**src/design/pngcrc_pkg.sv**
```systemverilog
// Shared types, constants and the CRC-32 table function for the PNG chunk framer.
// No dependencies; every other file imports this package.
`timescale 1ns / 1ps
`default_nettype none

package pngcrc_pkg;

   // Width of the payload length counter.
   localparam int LENGTH_BITS = 31;

   localparam logic [31:0] CRC_POLY = 32'hEDB8_8320;
   localparam logic [31:0] CRC_ONES = 32'hFFFF_FFFF;

   // Request codes carried in req_type.
   localparam logic REQ_BEGIN = 1'b0;
   localparam logic REQ_BYTE  = 1'b1;

   // Back end step codes: length bytes, type bytes, one payload byte, CRC bytes.
   typedef logic [3:0] step_type;
   localparam step_type STEP_LEN0  = 4'd0;
   localparam step_type STEP_LEN3  = 4'd3;
   localparam step_type STEP_TYPE0 = 4'd4;
   localparam step_type STEP_TYPE3 = 4'd7;
   localparam step_type STEP_DATA  = 4'd8;
   localparam step_type STEP_CRC0  = 4'd9;
   localparam step_type STEP_CRC3  = 4'd12;

   // Input word.
   typedef struct packed {
      logic        req_type;
      logic [31:0] chunk_type;
      logic [30:0] payload_length;
      logic [7:0]  data_byte;
   } req_word_type;

   // Result word.
   typedef struct packed {
      logic [7:0] out_byte;
      logic       last_of_run;
      logic       chunk_done;
      logic       protocol_error;
   } rsp_word_type;

   // Command kinds decided by the front end.
   typedef enum logic [1:0] {
      CMD_BEGIN,
      CMD_DATA,
      CMD_DROP
   } cmd_kind_type;

   // One classified command as it travels through the queue.
   typedef struct packed {
      cmd_kind_type           kind;
      logic                   err;
      logic                   close;
      logic [31:0]            chunk_type;
      logic [LENGTH_BITS-1:0] length;
      logic [7:0]             data;
   } cmd_type;

   // One entry of the reflected CRC-32 byte table.
   function automatic logic [31:0] crc_table_entry(input logic [7:0] idx);
      logic [31:0] c;
      c = {24'd0, idx};
      for (int k = 0; k < 8; k++) begin
         c = c[0] ? (CRC_POLY ^ (c >> 1)) : (c >> 1);
      end
      return c;
   endfunction

   // Advance a running CRC by one byte.
   function automatic logic [31:0] crc_update(input logic [31:0] crc, input logic [7:0] b);
      return crc_table_entry(crc[7:0] ^ b) ^ (crc >> 8);
   endfunction

endpackage

`default_nettype wire

```
**src/design/pngcrc_front.sv**
```systemverilog
// Front end of the PNG chunk framer: accepts request words, tracks the open chunk
// and its remaining byte count, and pushes classified commands. Uses pngcrc_pkg.
`timescale 1ns / 1ps
`default_nettype none

module pngcrc_front (
   input  wire logic                    clock,
   input  wire logic                    reset,
   input  wire logic                    req_valid,
   output logic                         req_ready,
   input  wire pngcrc_pkg::req_word_type req_word,
   output logic                         push_valid,
   input  wire logic                    push_ready,
   output pngcrc_pkg::cmd_type          push_cmd
);
   import pngcrc_pkg::*;

   logic                   open_ff, open_in;
   logic [LENGTH_BITS-1:0] left_ff, left_in;
   logic [LENGTH_BITS-1:0] len_masked;
   logic                   accept;

   assign req_ready  = push_ready;
   assign push_valid = req_valid;
   assign accept     = req_valid && push_ready;
   assign len_masked = req_word.payload_length[LENGTH_BITS-1:0];

   // Classify the word and work out the chunk state it leaves behind.
   always_comb begin
      open_in             = open_ff;
      left_in             = left_ff;
      push_cmd.kind       = CMD_DROP;
      push_cmd.err        = 1'b1;
      push_cmd.close      = 1'b0;
      push_cmd.chunk_type = req_word.chunk_type;
      push_cmd.length     = len_masked;
      push_cmd.data       = req_word.data_byte;
      if (req_word.req_type == REQ_BEGIN) begin
         push_cmd.kind  = CMD_BEGIN;
         push_cmd.err   = open_ff;
         push_cmd.close = (len_masked == '0);
         open_in        = (len_masked != '0);
         left_in        = len_masked;
      end else if (open_ff) begin
         push_cmd.kind  = CMD_DATA;
         push_cmd.err   = 1'b0;
         push_cmd.close = (left_ff == LENGTH_BITS'(1));
         open_in        = (left_ff != LENGTH_BITS'(1));
         left_in        = left_ff - LENGTH_BITS'(1);
      end
   end

   // Chunk state registers.
   always_ff @(posedge clock) begin
      if (reset) begin
         open_ff <= 1'b0;
         left_ff <= '0;
      end else if (accept) begin
         open_ff <= open_in;
         left_ff <= left_in;
      end
   end

endmodule

`default_nettype wire

```
**src/design/pngcrc_queue.sv**
```systemverilog
// Two-entry command queue between the front and back ends of the chunk framer.
// Uses pngcrc_pkg for the command type.
`timescale 1ns / 1ps
`default_nettype none

module pngcrc_queue (
   input  wire logic               clock,
   input  wire logic               reset,
   input  wire logic               push_valid,
   output logic                    push_ready,
   input  wire pngcrc_pkg::cmd_type push_cmd,
   output logic                    pop_valid,
   input  wire logic               pop,
   output pngcrc_pkg::cmd_type     pop_cmd
);
   import pngcrc_pkg::*;

   cmd_type     entry_ff [2];
   logic        wr_ptr_ff, wr_ptr_in;
   logic        rd_ptr_ff, rd_ptr_in;
   logic [1:0]  count_ff, count_in;
   logic        do_push, do_pop;

   assign push_ready = (count_ff != 2'd2);
   assign pop_valid  = (count_ff != 2'd0);
   assign pop_cmd    = entry_ff[rd_ptr_ff];
   assign do_push    = push_valid && push_ready;
   assign do_pop     = pop && pop_valid;

   // Pointer and fill count updates.
   always_comb begin
      wr_ptr_in = do_push ? ~wr_ptr_ff : wr_ptr_ff;
      rd_ptr_in = do_pop ? ~rd_ptr_ff : rd_ptr_ff;
      count_in  = count_ff + {1'b0, do_push} - {1'b0, do_pop};
   end

   always_ff @(posedge clock) begin
      if (reset) begin
         wr_ptr_ff <= 1'b0;
         rd_ptr_ff <= 1'b0;
         count_ff  <= 2'd0;
      end else begin
         wr_ptr_ff <= wr_ptr_in;
         rd_ptr_ff <= rd_ptr_in;
         count_ff  <= count_in;
      end
   end

   // Entry storage needs no reset.
   always_ff @(posedge clock) begin
      if (do_push) begin
         entry_ff[wr_ptr_ff] <= push_cmd;
      end
   end

endmodule

`default_nettype wire

```
**src/design/pngcrc_back.sv**
```systemverilog
// Chunk framer back end: serializes each command into output bytes, one per cycle
// unless stalled; runs the table CRC, holds the result register. Uses pngcrc_pkg.
`timescale 1ns / 1ps
`default_nettype none

module pngcrc_back (
   input  wire logic               clock,
   input  wire logic               reset,
   input  wire logic               cmd_valid,
   output logic                    cmd_pop,
   input  wire pngcrc_pkg::cmd_type cmd_head,
   output logic                    rsp_valid,
   input  wire logic               rsp_ready,
   output pngcrc_pkg::rsp_word_type rsp_word
);
   import pngcrc_pkg::*;

   cmd_type      cmd_ff;
   step_type     step_ff, step_in;
   logic         busy_ff, busy_in;
   logic [31:0]  crc_ff, crc_in;
   logic         rsp_valid_ff, rsp_valid_in;
   rsp_word_type rsp_word_ff, rsp_word_in;

   logic         out_adv, emit, finish;
   step_type     end_step, start_step;
   logic [31:0]  len_word, crc_out;
   logic [7:0]   cur_byte;
   logic [1:0]   len_idx, type_idx, crc_idx;

   assign out_adv = !rsp_valid_ff || rsp_ready;
   assign emit    = busy_ff && out_adv;
   assign finish  = emit && (step_ff == end_step);
   assign cmd_pop = cmd_valid && (!busy_ff || finish);

   assign len_word = 32'(cmd_ff.length);
   assign crc_out  = crc_ff ^ CRC_ONES;
   assign len_idx  = 2'(STEP_LEN3 - step_ff);
   assign type_idx = 2'(STEP_TYPE3 - step_ff);
   assign crc_idx  = 2'(STEP_CRC3 - step_ff);

   // Where the current command ends and where the next one starts.
   always_comb begin
      if (cmd_ff.close) begin
         end_step = STEP_CRC3;
      end else if (cmd_ff.kind == CMD_BEGIN) begin
         end_step = STEP_TYPE3;
      end else begin
         end_step = STEP_DATA;
      end
      start_step = (cmd_head.kind == CMD_BEGIN) ? STEP_LEN0 : STEP_DATA;
   end

   // Byte for the current step.
   always_comb begin
      if (step_ff <= STEP_LEN3) begin
         cur_byte = len_word[len_idx*8 +: 8];
      end else if (step_ff <= STEP_TYPE3) begin
         cur_byte = cmd_ff.chunk_type[type_idx*8 +: 8];
      end else if (step_ff == STEP_DATA) begin
         cur_byte = (cmd_ff.kind == CMD_DROP) ? 8'd0 : cmd_ff.data;
      end else begin
         cur_byte = crc_out[crc_idx*8 +: 8];
      end
   end

   // Sequencer, CRC and output register next values.
   always_comb begin
      busy_in      = busy_ff;
      step_in      = step_ff;
      crc_in       = crc_ff;
      rsp_valid_in = rsp_valid_ff && !rsp_ready;
      rsp_word_in  = rsp_word_ff;
      if (emit) begin
         rsp_valid_in               = 1'b1;
         rsp_word_in.out_byte       = cur_byte;
         rsp_word_in.last_of_run    = (step_ff == end_step);
         rsp_word_in.chunk_done     = (step_ff == STEP_CRC3);
         rsp_word_in.protocol_error = cmd_ff.err;
         if (step_ff == STEP_LEN0) begin
            crc_in = CRC_ONES;
         end else if (step_ff >= STEP_TYPE0 && step_ff <= STEP_TYPE3) begin
            crc_in = crc_update(crc_ff, cur_byte);
         end else if (step_ff == STEP_DATA && cmd_ff.kind == CMD_DATA) begin
            crc_in = crc_update(crc_ff, cur_byte);
         end
         step_in = (step_ff == STEP_TYPE3) ? STEP_CRC0 : step_ff + step_type'(1);
      end
      if (cmd_pop) begin
         busy_in = 1'b1;
         step_in = start_step;
      end else if (finish) begin
         busy_in = 1'b0;
      end
   end

   // Control registers.
   always_ff @(posedge clock) begin
      if (reset) begin
         busy_ff      <= 1'b0;
         rsp_valid_ff <= 1'b0;
         crc_ff       <= CRC_ONES;
         step_ff      <= STEP_LEN0;
      end else begin
         busy_ff      <= busy_in;
         rsp_valid_ff <= rsp_valid_in;
         crc_ff       <= crc_in;
         step_ff      <= step_in;
      end
   end

   // Payload registers.
   always_ff @(posedge clock) begin
      rsp_word_ff <= rsp_word_in;
      if (cmd_pop) begin
         cmd_ff <= cmd_head;
      end
   end

   assign rsp_valid = rsp_valid_ff;
   assign rsp_word  = rsp_word_ff;

endmodule

`default_nettype wire

```
**src/design/png_chunk_crc32_framer_top.sv**
```systemverilog
// Top level of the PNG chunk framer: front end, command queue and back end.
// Depends on pngcrc_pkg, pngcrc_front, pngcrc_queue and pngcrc_back.
//
// Usage:
//   req_* carries one request word per handshake: a begin (chunk type and
//   payload length) or one payload byte. rsp_* carries one framed output byte
//   per word, with last_of_run, chunk_done and protocol_error flags.
//   A begin produces 8 words (length and type bytes), or 12 for an empty chunk.
//   A payload byte produces 1 word, or 5 when it closes the chunk with its CRC.
//   A byte with no open chunk produces one zero word flagged as an error.
//   When the block is idle, the first result word of a request passes through
//   the queue entry, the back end's command register and the output register.
//   The back end's byte serializer emits one word per cycle while the receiver
//   accepts them, so payload bytes stream at one per cycle. A two-entry queue
//   lets requests be taken while results wait.
//   Reset is synchronous and closes any open chunk; no words are pending after.
//   When the receiver stalls, the output register holds its word and the
//   queue fills; req_ready falls once both queue entries are taken.
`timescale 1ns / 1ps
`default_nettype none

module png_chunk_crc32_framer_top (
   input  wire logic                    clock,
   input  wire logic                    reset,
   input  wire logic                    req_valid,
   output logic                         req_ready,
   input  wire pngcrc_pkg::req_word_type req_word,
   output logic                         rsp_valid,
   input  wire logic                    rsp_ready,
   output pngcrc_pkg::rsp_word_type     rsp_word
);
   import pngcrc_pkg::*;

   logic    push_valid, push_ready;
   cmd_type push_cmd;
   logic    q_valid, q_pop;
   cmd_type q_cmd;

   pngcrc_front u_front (
      .clock      (clock),
      .reset      (reset),
      .req_valid  (req_valid),
      .req_ready  (req_ready),
      .req_word   (req_word),
      .push_valid (push_valid),
      .push_ready (push_ready),
      .push_cmd   (push_cmd)
   );

   pngcrc_queue u_queue (
      .clock      (clock),
      .reset      (reset),
      .push_valid (push_valid),
      .push_ready (push_ready),
      .push_cmd   (push_cmd),
      .pop_valid  (q_valid),
      .pop        (q_pop),
      .pop_cmd    (q_cmd)
   );

   pngcrc_back u_back (
      .clock     (clock),
      .reset     (reset),
      .cmd_valid (q_valid),
      .cmd_pop   (q_pop),
      .cmd_head  (q_cmd),
      .rsp_valid (rsp_valid),
      .rsp_ready (rsp_ready),
      .rsp_word  (rsp_word)
   );

`ifndef ASSERT_OFF
   // The last CRC byte always ends the run of its request.
   assert property (@(posedge clock) rsp_valid && rsp_word.chunk_done |-> rsp_word.last_of_run)
      else $error("chunk_done without last_of_run");

   // Nothing is presented in the first cycle after reset is released.
   assert property (@(posedge clock) !reset && $past(reset) |-> !rsp_valid)
      else $error("result valid right after reset");

   // The back end never takes a command from an empty queue.
   assert property (@(posedge clock) disable iff (reset) q_pop |-> q_valid)
      else $error("pop from empty command queue");
`endif

endmodule

`default_nettype wire
```
**config.mk**
```make
export PLATFORM = sky130hd
export DESIGN_NAME = png_chunk_crc32_framer_top
export DESIGN_NICKNAME = d
export VERILOG_FILES = /design/src/design/pngcrc_pkg.sv /design/src/design/pngcrc_front.sv /design/src/design/pngcrc_queue.sv /design/src/design/pngcrc_back.sv /design/src/design/png_chunk_crc32_framer_top.sv
export SDC_FILE = /design/constraint.sdc
export NUM_CORES = 1
export LEC_CHECK = 0
export BUFFER_PORTS_ARGS = -buffer_cell sky130_fd_sc_hd__buf_2
export CAP_MARGIN = 20
export CORE_MARGIN = 5
export CORE_UTILIZATION = 65
export CTS_CLUSTER_SIZE = 10
export DETAILED_ROUTE_END_ITERATION = 16
export HOLD_SLACK_MARGIN = 0.06
export PLACE_DENSITY = 0.93
export SYNTH_ARGS = -nofsm -noshare
export SYNTH_HDL_FRONTEND = slang
export SYNTH_SLANG_ARGS = --single-unit
```
**constraint.sdc**
```tcl
create_clock -name clock -period 11.4 [get_ports clock]
set_input_delay 1.14 -clock clock [delete_from_list [all_inputs] [get_ports clock]]
set_output_delay 1.14 -clock clock [all_outputs]
set_load 0.005 [all_outputs]
```
* Yosys cells after proc, flatten, opt, wreduce, memory -nomap -nowiden
Memory sizes are Yosys's and may differ from the RTL's. A register that Yosys moved wholly into a read port is not among the register bits.
Index checks and enable logic that the tools add are counted.
** Storage, ports and cells
- Register bits after elaboration :: 160
- Memory bits (writable) :: 150
- Output and inout port bits :: 13
- Logic and storage cells :: 114
- Memories :: 1
** Cells by class
- Add/subtract/negate cells :: 7
- Magnitude comparators :: 3
- Eq/ne operators :: 10
- Shift-type cells :: 3
- Muxes and demuxes :: 34
- Bitwise logic cells :: 13
- Reductions and logical operators :: 24
** Memories
- u_queue.entry_ff :: depth 2, bits a word 75, rd ports 1, clocked after memory_dff 1, write ports 1, line pngcrc_queue.sv:18 : cmd_type entry_ff [2];
** Operator list (count)
- $mux 32 :: 11
- $not 13->14 :: 7
- $shiftx 32x6->8 :: 3
- $mux 31 :: 2
- $mux 4 :: 8
- $mux 8 :: 4
- $not 32->32 :: 1
- $xor 32x24->32 :: 1
- $eq 31x1->1 const B :: 1
- $logic_not 31->1 :: 1
- $ne 31x1->1 const B :: 1
- $reduce_bool 31->1 :: 1
- $sub 31x1->31 const B :: 1
- $not 1->14 :: 1
- $mux 1 :: 9
- $eq 4x4->1 const B :: 2
- $logic_and 1x1->1 :: 8
- $xor 8x8->8 :: 1
- $reduce_bool 2->1 :: 3
- $add 4x1->4 const B :: 1
- $eq 4x3->1 const B :: 1
- $eq 4x4->1 :: 1
- $ge 4x3->1 const B :: 1
- $le 4x2->1 const B :: 1
- 16 further kinds :: 23

* Logic depth before layout (Yosys ltp)
Gate-level depths: netlist of the first run.
- Word-level depth :: 26
- Gate-level depth with buffers :: 14

* By module
From an unflattened synthesis of the first run, not the netlist that was laid out.
** Second synthesis, totals
- Cells, all modules :: 1112
- Area, all modules :: 14790.4 um2
** Modules (own cells, without submodules)
- pngcrc_back :: times used 1, cells each 491, area an instance 6219.7 um2
- pngcrc_queue :: times used 1, cells each 257, area an instance 5844.4 um2
- pngcrc_front :: times used 1, cells each 364, area an instance 2726.4 um2

* Worst setup path after synthesis of the first run
No wires, ideal clock.
- Path type :: reg2reg
- Start point :: register u_back.step_ff[3]
- End point :: register u_back.step_ff[1]
- Library setup time :: 0.120 ns
- Arrival time :: 5.826 ns
- Data required time :: 11.280 ns
- Setup slack :: 5.455 ns
- Cell stages (with the launch flop) :: 10
- Path buffers :: 3
- Path through :: dfxtp_1 -> buf_4 -> clkbuf_8 -> clkbuf_1 -> nand3_1 -> o21ai_0 -> nand2_1 -> a21oi_1 -> or2_2 -> nor2_1
** On the way
- Word-level cells in the longest chain between the ends :: 5
- Elaborated cells on any way between the ends :: 9
- Classes of those cells :: eq/ne: 2; mux: 3; reduce/logical: 4
** RTL lines
- from (decl) :: line pngcrc_back.sv:19 : step_type step_ff, step_in;
- from (signal assigned) :: line pngcrc_back.sv:108 : step_ff <= step_in;
- $eq 4x4->1 * :: line pngcrc_back.sv:33 : assign finish = emit && (step_ff == end_step);
- $logic_and 1x1->1 * :: line pngcrc_back.sv:33
- $logic_or 1x1->1 * :: line pngcrc_back.sv:34 : assign cmd_pop = cmd_valid && (!busy_ff || finish);
- $logic_and 1x1->1 * :: line pngcrc_back.sv:34
- named net q_pop :: line png_chunk_crc32_framer_top.sv:36 : logic q_valid, q_pop;
- $mux 4 or $reduce_bool 2->1 (tied branches)
Mark *: on every way through the listed nets, which the timed path passes. The rest lies on a longest branch. The select of a mux whose other input is x is not followed.
A chain may end at the register's enable or synchronous reset.

* Worst setup path in the final report of the first run
- Start point :: register u_back.step_ff[0]
- End point :: register u_back.crc_ff[18]
** On the way
- Word-level cells in the longest chain between the ends :: 22
- Elaborated cells on any way between the ends :: 36
- Classes of those cells :: add/sub: 3; order compare: 3; eq/ne: 1; shift: 3; mux: 14; bitwise: 7; reduce/logical: 5
** RTL lines
- $sub 1x2->2 :: line pngcrc_back.sv:40 : assign crc_idx = 2'(STEP_CRC3 - step_ff);
- $shiftx 32x6->8 :: line pngcrc_back.sv:63 : cur_byte = crc_out[crc_idx*8 +: 8];
- $mux 8 :: line pngcrc_back.sv:60 : end else if (step_ff == STEP_DATA) begin
- $mux 8 :: line pngcrc_back.sv:58 : end else if (step_ff <= STEP_TYPE3) begin
- $mux 8 :: line pngcrc_back.sv:56 : if (step_ff <= STEP_LEN3) begin
- $xor 8x8->8 :: line pngcrc_pkg.sv:73 : return crc_table_entry(crc[7:0] ^ b) ^ (crc >> 8);
- $mux 32 (2 in a row) :: line pngcrc_pkg.sv:66 : c = c[0] ? (CRC_POLY ^ (c >> 1)) : (c >> 1);
- $not 13->14 (no line)
- [4 not listed]
- $not 13->14 (no line)
- $mux 32 :: line pngcrc_pkg.sv:66
- $not 13->14 (no line)
- $mux 32 (2 in a row) :: line pngcrc_pkg.sv:66
- $xor 32x24->32 :: line pngcrc_pkg.sv:73
- $mux 32 :: line pngcrc_back.sv:84 : end else if (step_ff == STEP_DATA && cmd_ff.kind == CMD_DATA) begin
- $mux 32 :: line pngcrc_back.sv:82 : end else if (step_ff >= STEP_TYPE0 && step_ff <= STEP_TYPE3) begin
- $mux 32 :: line pngcrc_back.sv:80 : if (step_ff == STEP_LEN0) begin
- to (signal assigned) :: line pngcrc_back.sv:107 : crc_ff <= crc_in;
- to (decl) :: line pngcrc_back.sv:21 : logic [31:0] crc_ff, crc_in;
Several ways; a longest one is shown, not always the timed one. The select of a mux whose other input is x is not followed.

==> impl_metrics.toml, run 1 <==
[cells_and_area]
nets = 1212
fillers = 1247
drive_above_1_share_pct = 24.6
area_growth_syn_to_layout_pct = 12.1

[cts]
cts-root-buf = "clkbuf_16"
clk_latency_ns = 0.53
postCtsSetupBuffers = 0
tritoncts = "done"
cts_sinks = 311
ctsResizeCount = 0
cts_buffer_depth = 3
hold_buffers = 0
h-tree-depth = 2
path_clk_slew_ns = 0.05
numCtsBuffers = 37

[placed_design]
gp_congestion = 0.910
port_buffers = 88
place.detailed.hpwl_um = 20100
dp_slack_ns = 7.16

[worst_hold_path]
hold_depth = 0
hold_path.class = "reg2reg"
hp-start = "u_back.cmd_ff[72]$_DFFE_PN_"
hold_end = "u_back.rsp_word[0]$_DFFE_PP_"

[power_and_ir_drop]
power.density_nw_per_um2 = 269
total_power_mw = 4.20
p_leak_nw = 5.40
ir_worst_vdd_mv = 0.136

[floorplan]
fp.dieW_um = 156
ios = 89
placementRows = 53
die-area_um2 = 24400
die_h_um = 156
initial_utilization_pct = 66.2
core_um2 = 21000

[yosys]
async_reset_ff_share_pct = 0
ys.flop_type = "edfxtp_1"
synth-edff-count = 236
ys_seq_area_share_pct = 61.7
syn_area_um2 = 13900
ys_warn_count = 0
synth_fp_nets = 1131
synthCells = 1047
synth-seq-cells = 311
syn_avg_cell_area_um2 = 13.3
ys_types = 80

[worst_setup_path]
reg2reg_slack_ns = 7.07
reg2reg_from = "u_back.step_ff[0]$_SDFFE_PP0P_"
cp_slowest_stage_delay_ns = 0.95
arrival_ns = 4.69
slowest_stage = "dfxtp_1"
startpoint_type = "register"
reg2regPathDepth = 10
crit_required_ns = 11.76
critical_path_class = "reg2reg"
crit_chain = "inv_1 -> ha_1 -> mux4_2 -> and3_1 -> a2111oi_1 -> nand3_2 -> xor2_1 -> xnor2_1 -> xor2_1 -> a21oi_1"
cpMostUsedCell = "xor2_1"
cp_max_fo = 21
critPathCaptureType = "register"
r2r-end = "u_back.crc_ff[18]$_SDFFE_PP1P_"

[timing]
skew_ns = 0.0197
finalSetupViolCount = 0
slew_violations = 0
slew_headroom_pct = 26.6
setup_ws_ns = 7.07
min_period_over_period_pct = 38.0
fin_tns_setup_ns = 0
max_freq_ghz = 0.231
rsz0062_at_grt = "no"
period_needed_ns = 4.33
hold_viol = 0
worst_pin_slew_ns = 1.10

[route]
drt-pass1-iter-count = 5
drt-initial-drc-count = 1081
antenna_left = 0
viasPerCell = 6.49
drt-total-wl_um = 32500
wl_per_cell_um = 22.7
vias = 9290
drc_errors = 0

[global_route]
grt_usage_pct = 26.9
grt_pass1_vias = 9218
overflow = 0
grt_start_max_net_pins = 80
grt_pass1_wl_um = 51000
grt_antenna_before_repair = 2

[flow_run]
maxCapViolations = 0

[status]
status = "complete, no violations"
## cells in the final DEF, fill, tap and decap left out, drive strengths merged, types with 13 or more instances in the layout
master,count
o22ai,21
nor3,21
a21oi,64
clkbuf,64
inv,21
mux2,89
edfxtp,236
xor2,27
nor4,19
a211oi,13
dfxtp,75
o21ai,25
mux2i,15
nor2,77
nand2,69
xnor2,38
nand2b,19
buf,96
## power by group
part           switching [mW]  total (mW)  leakage, nW  internal (mW)
Clock                   0.438        1.07        0.526          0.633
Sequential              0.141        1.68         2.82           1.54
Combinational           0.846        1.45         2.05          0.602
## logic make-up after synthesis
logic type	synth area share [%]
simple gates	10.5
xor+xnor	4.50
flops	61.7
mux	10.4
buf+inv	2.77
fa+ha+maj	0.719
compound gates	9.41
## routing by layer
layer	up-vias	share of wire, %	global-route usage [%]
met1	4493	36	34.3
met2	566	50	45.7
met3	115	9.2	5.25
li1	4114	-	-
met5	-	0.052	0
met4	2	4.1	10.5
## metrics by stage
stage               cells  instance area, µm²  hold slack (ns)  util (%)
CTS                  1431               15600            0.414      74.2
finish               1432               15600            0.416      74.2
detailed placement   1364               14500            0.409      68.9
floorplan            1047               13900            0.400         -
global route         1432               15600            0.448      74.2
global placement     1364               14500            0.412      68.9
## flip-flops by register name, indices dropped and copies added, names as in the netlist, named ones only
register,flops
u_queue.wr_ptr_ff,1
u_back.step_ff,4
u_front.left_ff,31
u_back.rsp_valid,1
u_back.rsp_word,11
u_queue.entry_ff,150
u_queue.count_ff,2
u_back.busy_ff,1
u_queue.rd_ptr_ff,1
u_front.open_ff,1
u_back.cmd_ff,75
u_back.crc_ff,32
## worst max path at each step
stage	from	end	slack [ns]	depth (start not counted)
2_1_floorplan	u_back.step_ff[3]$_SDFFE_PP0P_	u_back.step_ff[1]$_SDFFE_PP0P_	5.45	9
3_3_place_gp	u_back.step_ff[0]$_SDFFE_PP0P_	u_back.crc_ff[18]$_SDFFE_PP1P_	7.40	10
3_5_place_dp	u_back.step_ff[0]$_SDFFE_PP0P_	u_back.crc_ff[14]$_SDFFE_PP1P_	7.16	10
4_1_cts	u_back.step_ff[0]$_SDFFE_PP0P_	u_back.crc_ff[18]$_SDFFE_PP1P_	7.10	10
5_1_grt	u_back.step_ff[0]$_SDFFE_PP0P_	u_back.crc_ff[18]$_SDFFE_PP1P_	6.82	10
6_report	u_back.step_ff[0]$_SDFFE_PP0P_	u_back.crc_ff[18]$_SDFFE_PP1P_	7.07	10
## synth_stat cells (6+ instances only)
| library cell | number | area share [%] |
|---|---|---|
| a22oi_1 | 11 | 0.59 |
| edfxtp_1 | 236 | 51 |
| nand2_1 | 68 | 1.8 |
| nand2b_1 | 19 | 0.85 |
| a211oi_1 | 13 | 0.70 |
| o21ai_0 | 24 | 0.86 |
| clkbuf_1 | 37 | 1.0 |
| mux2i_1 | 14 | 1.0 |
| mux4_2 | 9 | 1.5 |
| o22ai_1 | 21 | 0.94 |
| xor2_1 | 21 | 1.3 |
| a21oi_1 | 64 | 2.3 |
| mux2_2 | 88 | 7.1 |
| and3_1 | 8 | 0.36 |
| nand3_1 | 6 | 0.22 |
| dfxtp_1 | 75 | 11 |
| nor2_1 | 77 | 2.1 |
| nor3_1 | 21 | 0.76 |
| ha_1 | 8 | 0.72 |
| inv_1 | 20 | 0.54 |
| xnor2_1 | 38 | 2.4 |
| or4_1 | 7 | 0.38 |
| or2_2 | 8 | 0.36 |
| nor4_1 | 18 | 0.81 |
| o31ai_1 | 8 | 0.43 |
| nor2b_1 | 11 | 0.49 |
| or3_1 | 7 | 0.31 |
## worst max-delay path: cells and delay by family, from the launching register on
family	cells	cell delay [ns]
buffers and inverters	1	0.32
AND/OR/NAND/NOR	2	0.49
XOR/XNOR	3	0.87
adder cells (fa/ha/maj)	1	0.66
flip-flops	1	0.95
multiplexers	1	0.40
AO/OA/AOI/OAI	2	0.45
## final cells by class
class | count | area (µm²) | share of cell area, %
Antenna cell | 1 | 2.50 | 0.0160
Clock buffer | 64 | 1060 | 6.79
Clock inverter | 3 | 45.0 | 0.289
Inverter | 22 | 82.6 | 0.530
Multi-Input combinational cell | 660 | 4970 | 31.9
Sequential cell | 311 | 8590 | 55.1
Tap cell | 275 | 344 | 2.21
Timing Repair Buffer | 96 | 500 | 3.21
Note: power is estimated with default switching activity, not from simulation.
==> run 2: changes to the inputs <==
--- a/config.mk
+++ b/config.mk
@@ -5,14 +5,15 @@
 export SDC_FILE = /design/constraint.sdc
 export NUM_CORES = 1
 export LEC_CHECK = 0
+export ABC_AREA = 1
 export BUFFER_PORTS_ARGS = -buffer_cell sky130_fd_sc_hd__buf_2
 export CAP_MARGIN = 20
 export CORE_MARGIN = 5
-export CORE_UTILIZATION = 65
+export CORE_UTILIZATION = 61
 export CTS_CLUSTER_SIZE = 10
 export DETAILED_ROUTE_END_ITERATION = 16
 export HOLD_SLACK_MARGIN = 0.06
-export PLACE_DENSITY = 0.93
+export PLACE_DENSITY = 0.88
 export SYNTH_ARGS = -nofsm -noshare
 export SYNTH_HDL_FRONTEND = slang
 export SYNTH_SLANG_ARGS = --single-unit
==> constraint.sdc (replaced) <==
create_clock -name clock -period 4.39 [get_ports clock]
set_input_delay 0.439 -clock clock [delete_from_list [all_inputs] [get_ports clock]]
set_output_delay 0.439 -clock clock [all_outputs]
set_load 0.005 [all_outputs]
==> impl_metrics.toml, run 2 <==
[global_route]
grt_usage_pct = 26.2
grt_pass1_wl_um = 54100
overflow = 0
grt_pass1_vias = 10200
grt_start_max_net_pins = 76
grt_antenna_before_repair = 0

[power_and_ir_drop]
ir_worst_vdd_mv = 0.374
switching_share_pct = 41.2
p_int_mw = 7.53
power.density_nw_per_um2 = 809
seq_power_share_pct = 36.1
total_power_mw = 12.8
p_leak_nw = 6.40
comb_power_share_pct = 42.2
clockPowerShare_pct = 21.7
p_switching_mw = 5.27

[floorplan]
initial_utilization_pct = 62.0
fp.dieW_um = 162
die_h_um = 162
core_um2 = 22600
die-area_um2 = 26200
ios = 89
placementRows = 55

[yosys]
ys_types = 46
ys_warn_count = 0
synth_top_area_share_pct = 50.5
synth_common_cells = "nand2_1 (352), edfxtp_1 (236), inv_1 (98)"
synth-seq-cells = 311
ys_seq_area_share_pct = 61.2
synthTopCellsByArea = "edfxtp_1 (50%), dfxtp_1 (11%), nand2_1 (9.4%)"
yosysMostFrequentCell = "nand2_1"
synth-edff-count = 236
async_reset_ff_share_pct = 0
synth_fp_nets = 1448
syn_avg_cell_area_um2 = 10.3
synthCells = 1364
syn_area_um2 = 14000
ys.flop_type = "edfxtp_1"
synth_top_area_cell = "edfxtp_1"

[placed_design]
gp_congestion = 0.939
port_buffers = 88
place.detailed.hpwl_um = 22300

[cts]
path_clk_slew_ns = 0.06
cts_sinks = 311
ctsResizeCount = 0
cts-root-buf = "clkbuf_16"
clk_latency_ns = 0.52
numCtsBuffers = 37
tritoncts = "done"
h-tree-depth = 2
cts_buffer_depth = 3
postCtsSetupBuffers = 0
hold_buffers = 0

[timing]
hold_viol = 0
slew_violations = 0
max_freq_ghz = 0.271
skew_ns = 0.0136
fin_tns_setup_ns = 0
slew_headroom_pct = 30.5
finalSetupViolCount = 0
worst_pin_slew_ns = 1.04
period_needed_ns = 3.68
rsz0062_at_grt = "no"
min_period_over_period_pct = 83.9

[cells_and_area]
final_common_cell = "nand2_1"
utilization_pct = 69.9
area_growth_syn_to_layout_pct = 12.8
regMostFlops = "u_queue.entry_ff"
largest_register_ffs = 150
drive_above_1_share_pct = 17.7
nets = 1538
diodes = 0
final_cell_mix = "nand2_1 (352), edfxtp_1 (236), inv_1 (97)"
top_regs = "u_queue.entry_ff: 150 flops, u_back.cmd_ff: 75 flops, u_back.crc_ff: 32 flops"

[worst_setup_path]
reg2reg_from = "u_back.step_ff[1]$_SDFFE_PP0P_"
reg2regPathDepth = 10
cp_max_fo = 58
crit_required_ns = 4.83
crit_chain = "nor2_1 -> a21oi_1 -> a221oi_1 -> nand2_1 -> nand2_1 -> o21ai_1 -> inv_2 -> buf_12 -> o21ai_0 -> a21oi_1"
crit_path_start = "u_back.step_ff[1]$_SDFFE_PP0P_"
critPathCaptureType = "register"
critical_path_class = "reg2reg"
path_delay_family = "simple AND/OR/NAND/NOR gates"
arrival_ns = 4.12
reg2reg_slack_ns = 0.71
startpoint_type = "register"
path_buf_inv = 2
worst-path-stages = 10
cp_slowest_stage_delay_ns = 0.85
slowest_stage = "nor2_1"

[route]
viasPerCell = 5.94
drt-total-wl_um = 34700
drc_errors = 0
wl_per_cell_um = 19.6
antenna_left = 0
drt-pass1-iter-count = 6
vias = 10500
drt-initial-drc-count = 987

[worst_hold_path]
hold_depth = 1
hold_path.class = "in2reg"

[flow_run]
maxCapViolations = 0

[status]
status = "complete, no violations"
[run 2: cell families after synthesis]
logic type / synth area share [%]
muxes: 6.01
AOI/OAI and AO/OA: 7.01
and+or+nand+nor: 18.0
adders and majority gates: 0.713
buffers and inverters: 4.64
DFF: 61.2
xor gates and xnor gates: 2.49
[run 2: final cells by class]
cell class / count / area (µm²)
Multi-Input combinational cell: 890 / 4820
Tap cell: 285 / 357
Inverter: 112 / 423
Clock buffer: 64 / 1050
Sequential cell: 311 / 8590
Clock inverter: 4 / 41.3
Timing Repair Buffer: 102 / 558
Fill cell: 1500 / 6800
[run 2: stage by stage]
| stage | setup WS [ns] | instances | hold WS, ns | instance area [µm²] |
|---|---|---|---|---|
| CTS | 0.824 | 1768 | 0.0903 | 15800 |
| global placement | 0.942 | 1700 | 0.409 | 14700 |
| detailed placement | 0.833 | 1700 | 0.421 | 14700 |
| floorplan | 0.149 | 1364 | 0.400 | 14000 |
| finish | 0.705 | 1768 | 0.107 | 15800 |
| global route | 0.345 | 1768 | 0.0946 | 15800 |
[run 2: worst min path at each step]
stage                                      from                                 to  slack, ns
floorplan           u_back.cmd_ff[72]$_DFFE_PN_       u_back.rsp_word[0]$_DFFE_PP_       0.40
global placement    u_back.cmd_ff[72]$_DFFE_PN_       u_back.rsp_word[0]$_DFFE_PP_       0.41
detailed placement  u_back.cmd_ff[72]$_DFFE_PN_       u_back.rsp_word[0]$_DFFE_PP_       0.42
CTS                                req_word[57]  u_queue.entry_ff[0][57]$_DFFE_PP_       0.09
global route                       req_word[41]  u_queue.entry_ff[0][41]$_DFFE_PP_       0.09
finish                             req_word[57]  u_queue.entry_ff[0][57]$_DFFE_PP_       0.11
[run 2: power groups by stage]
stage | Sequential (mW) | Combinational (mW) | Clock, mW
after floorplan | 4.43 | 4.10 | 0
after global placement | 4.62 | 5.12 | 0
after detailed placement | 4.65 | 5.26 | 0
after CTS | 4.62 | 5.33 | 2.81
after global routing | 4.68 | 5.99 | 2.96
final | 4.62 | 5.41 | 2.77
[run 2: metal layers]
| layer | GRT usage, % | wire [µm] | share of wire, % |
|---|---|---|---|
| met3 | 3.76 | 2640 | 7.6 |
| met1 | 33.6 | 13200 | 38 |
| met2 | 45.6 | 17600 | 51 |
| met5 | 0 | 0 | 0 |
| met4 | 9.77 | 1260 | 3.6 |
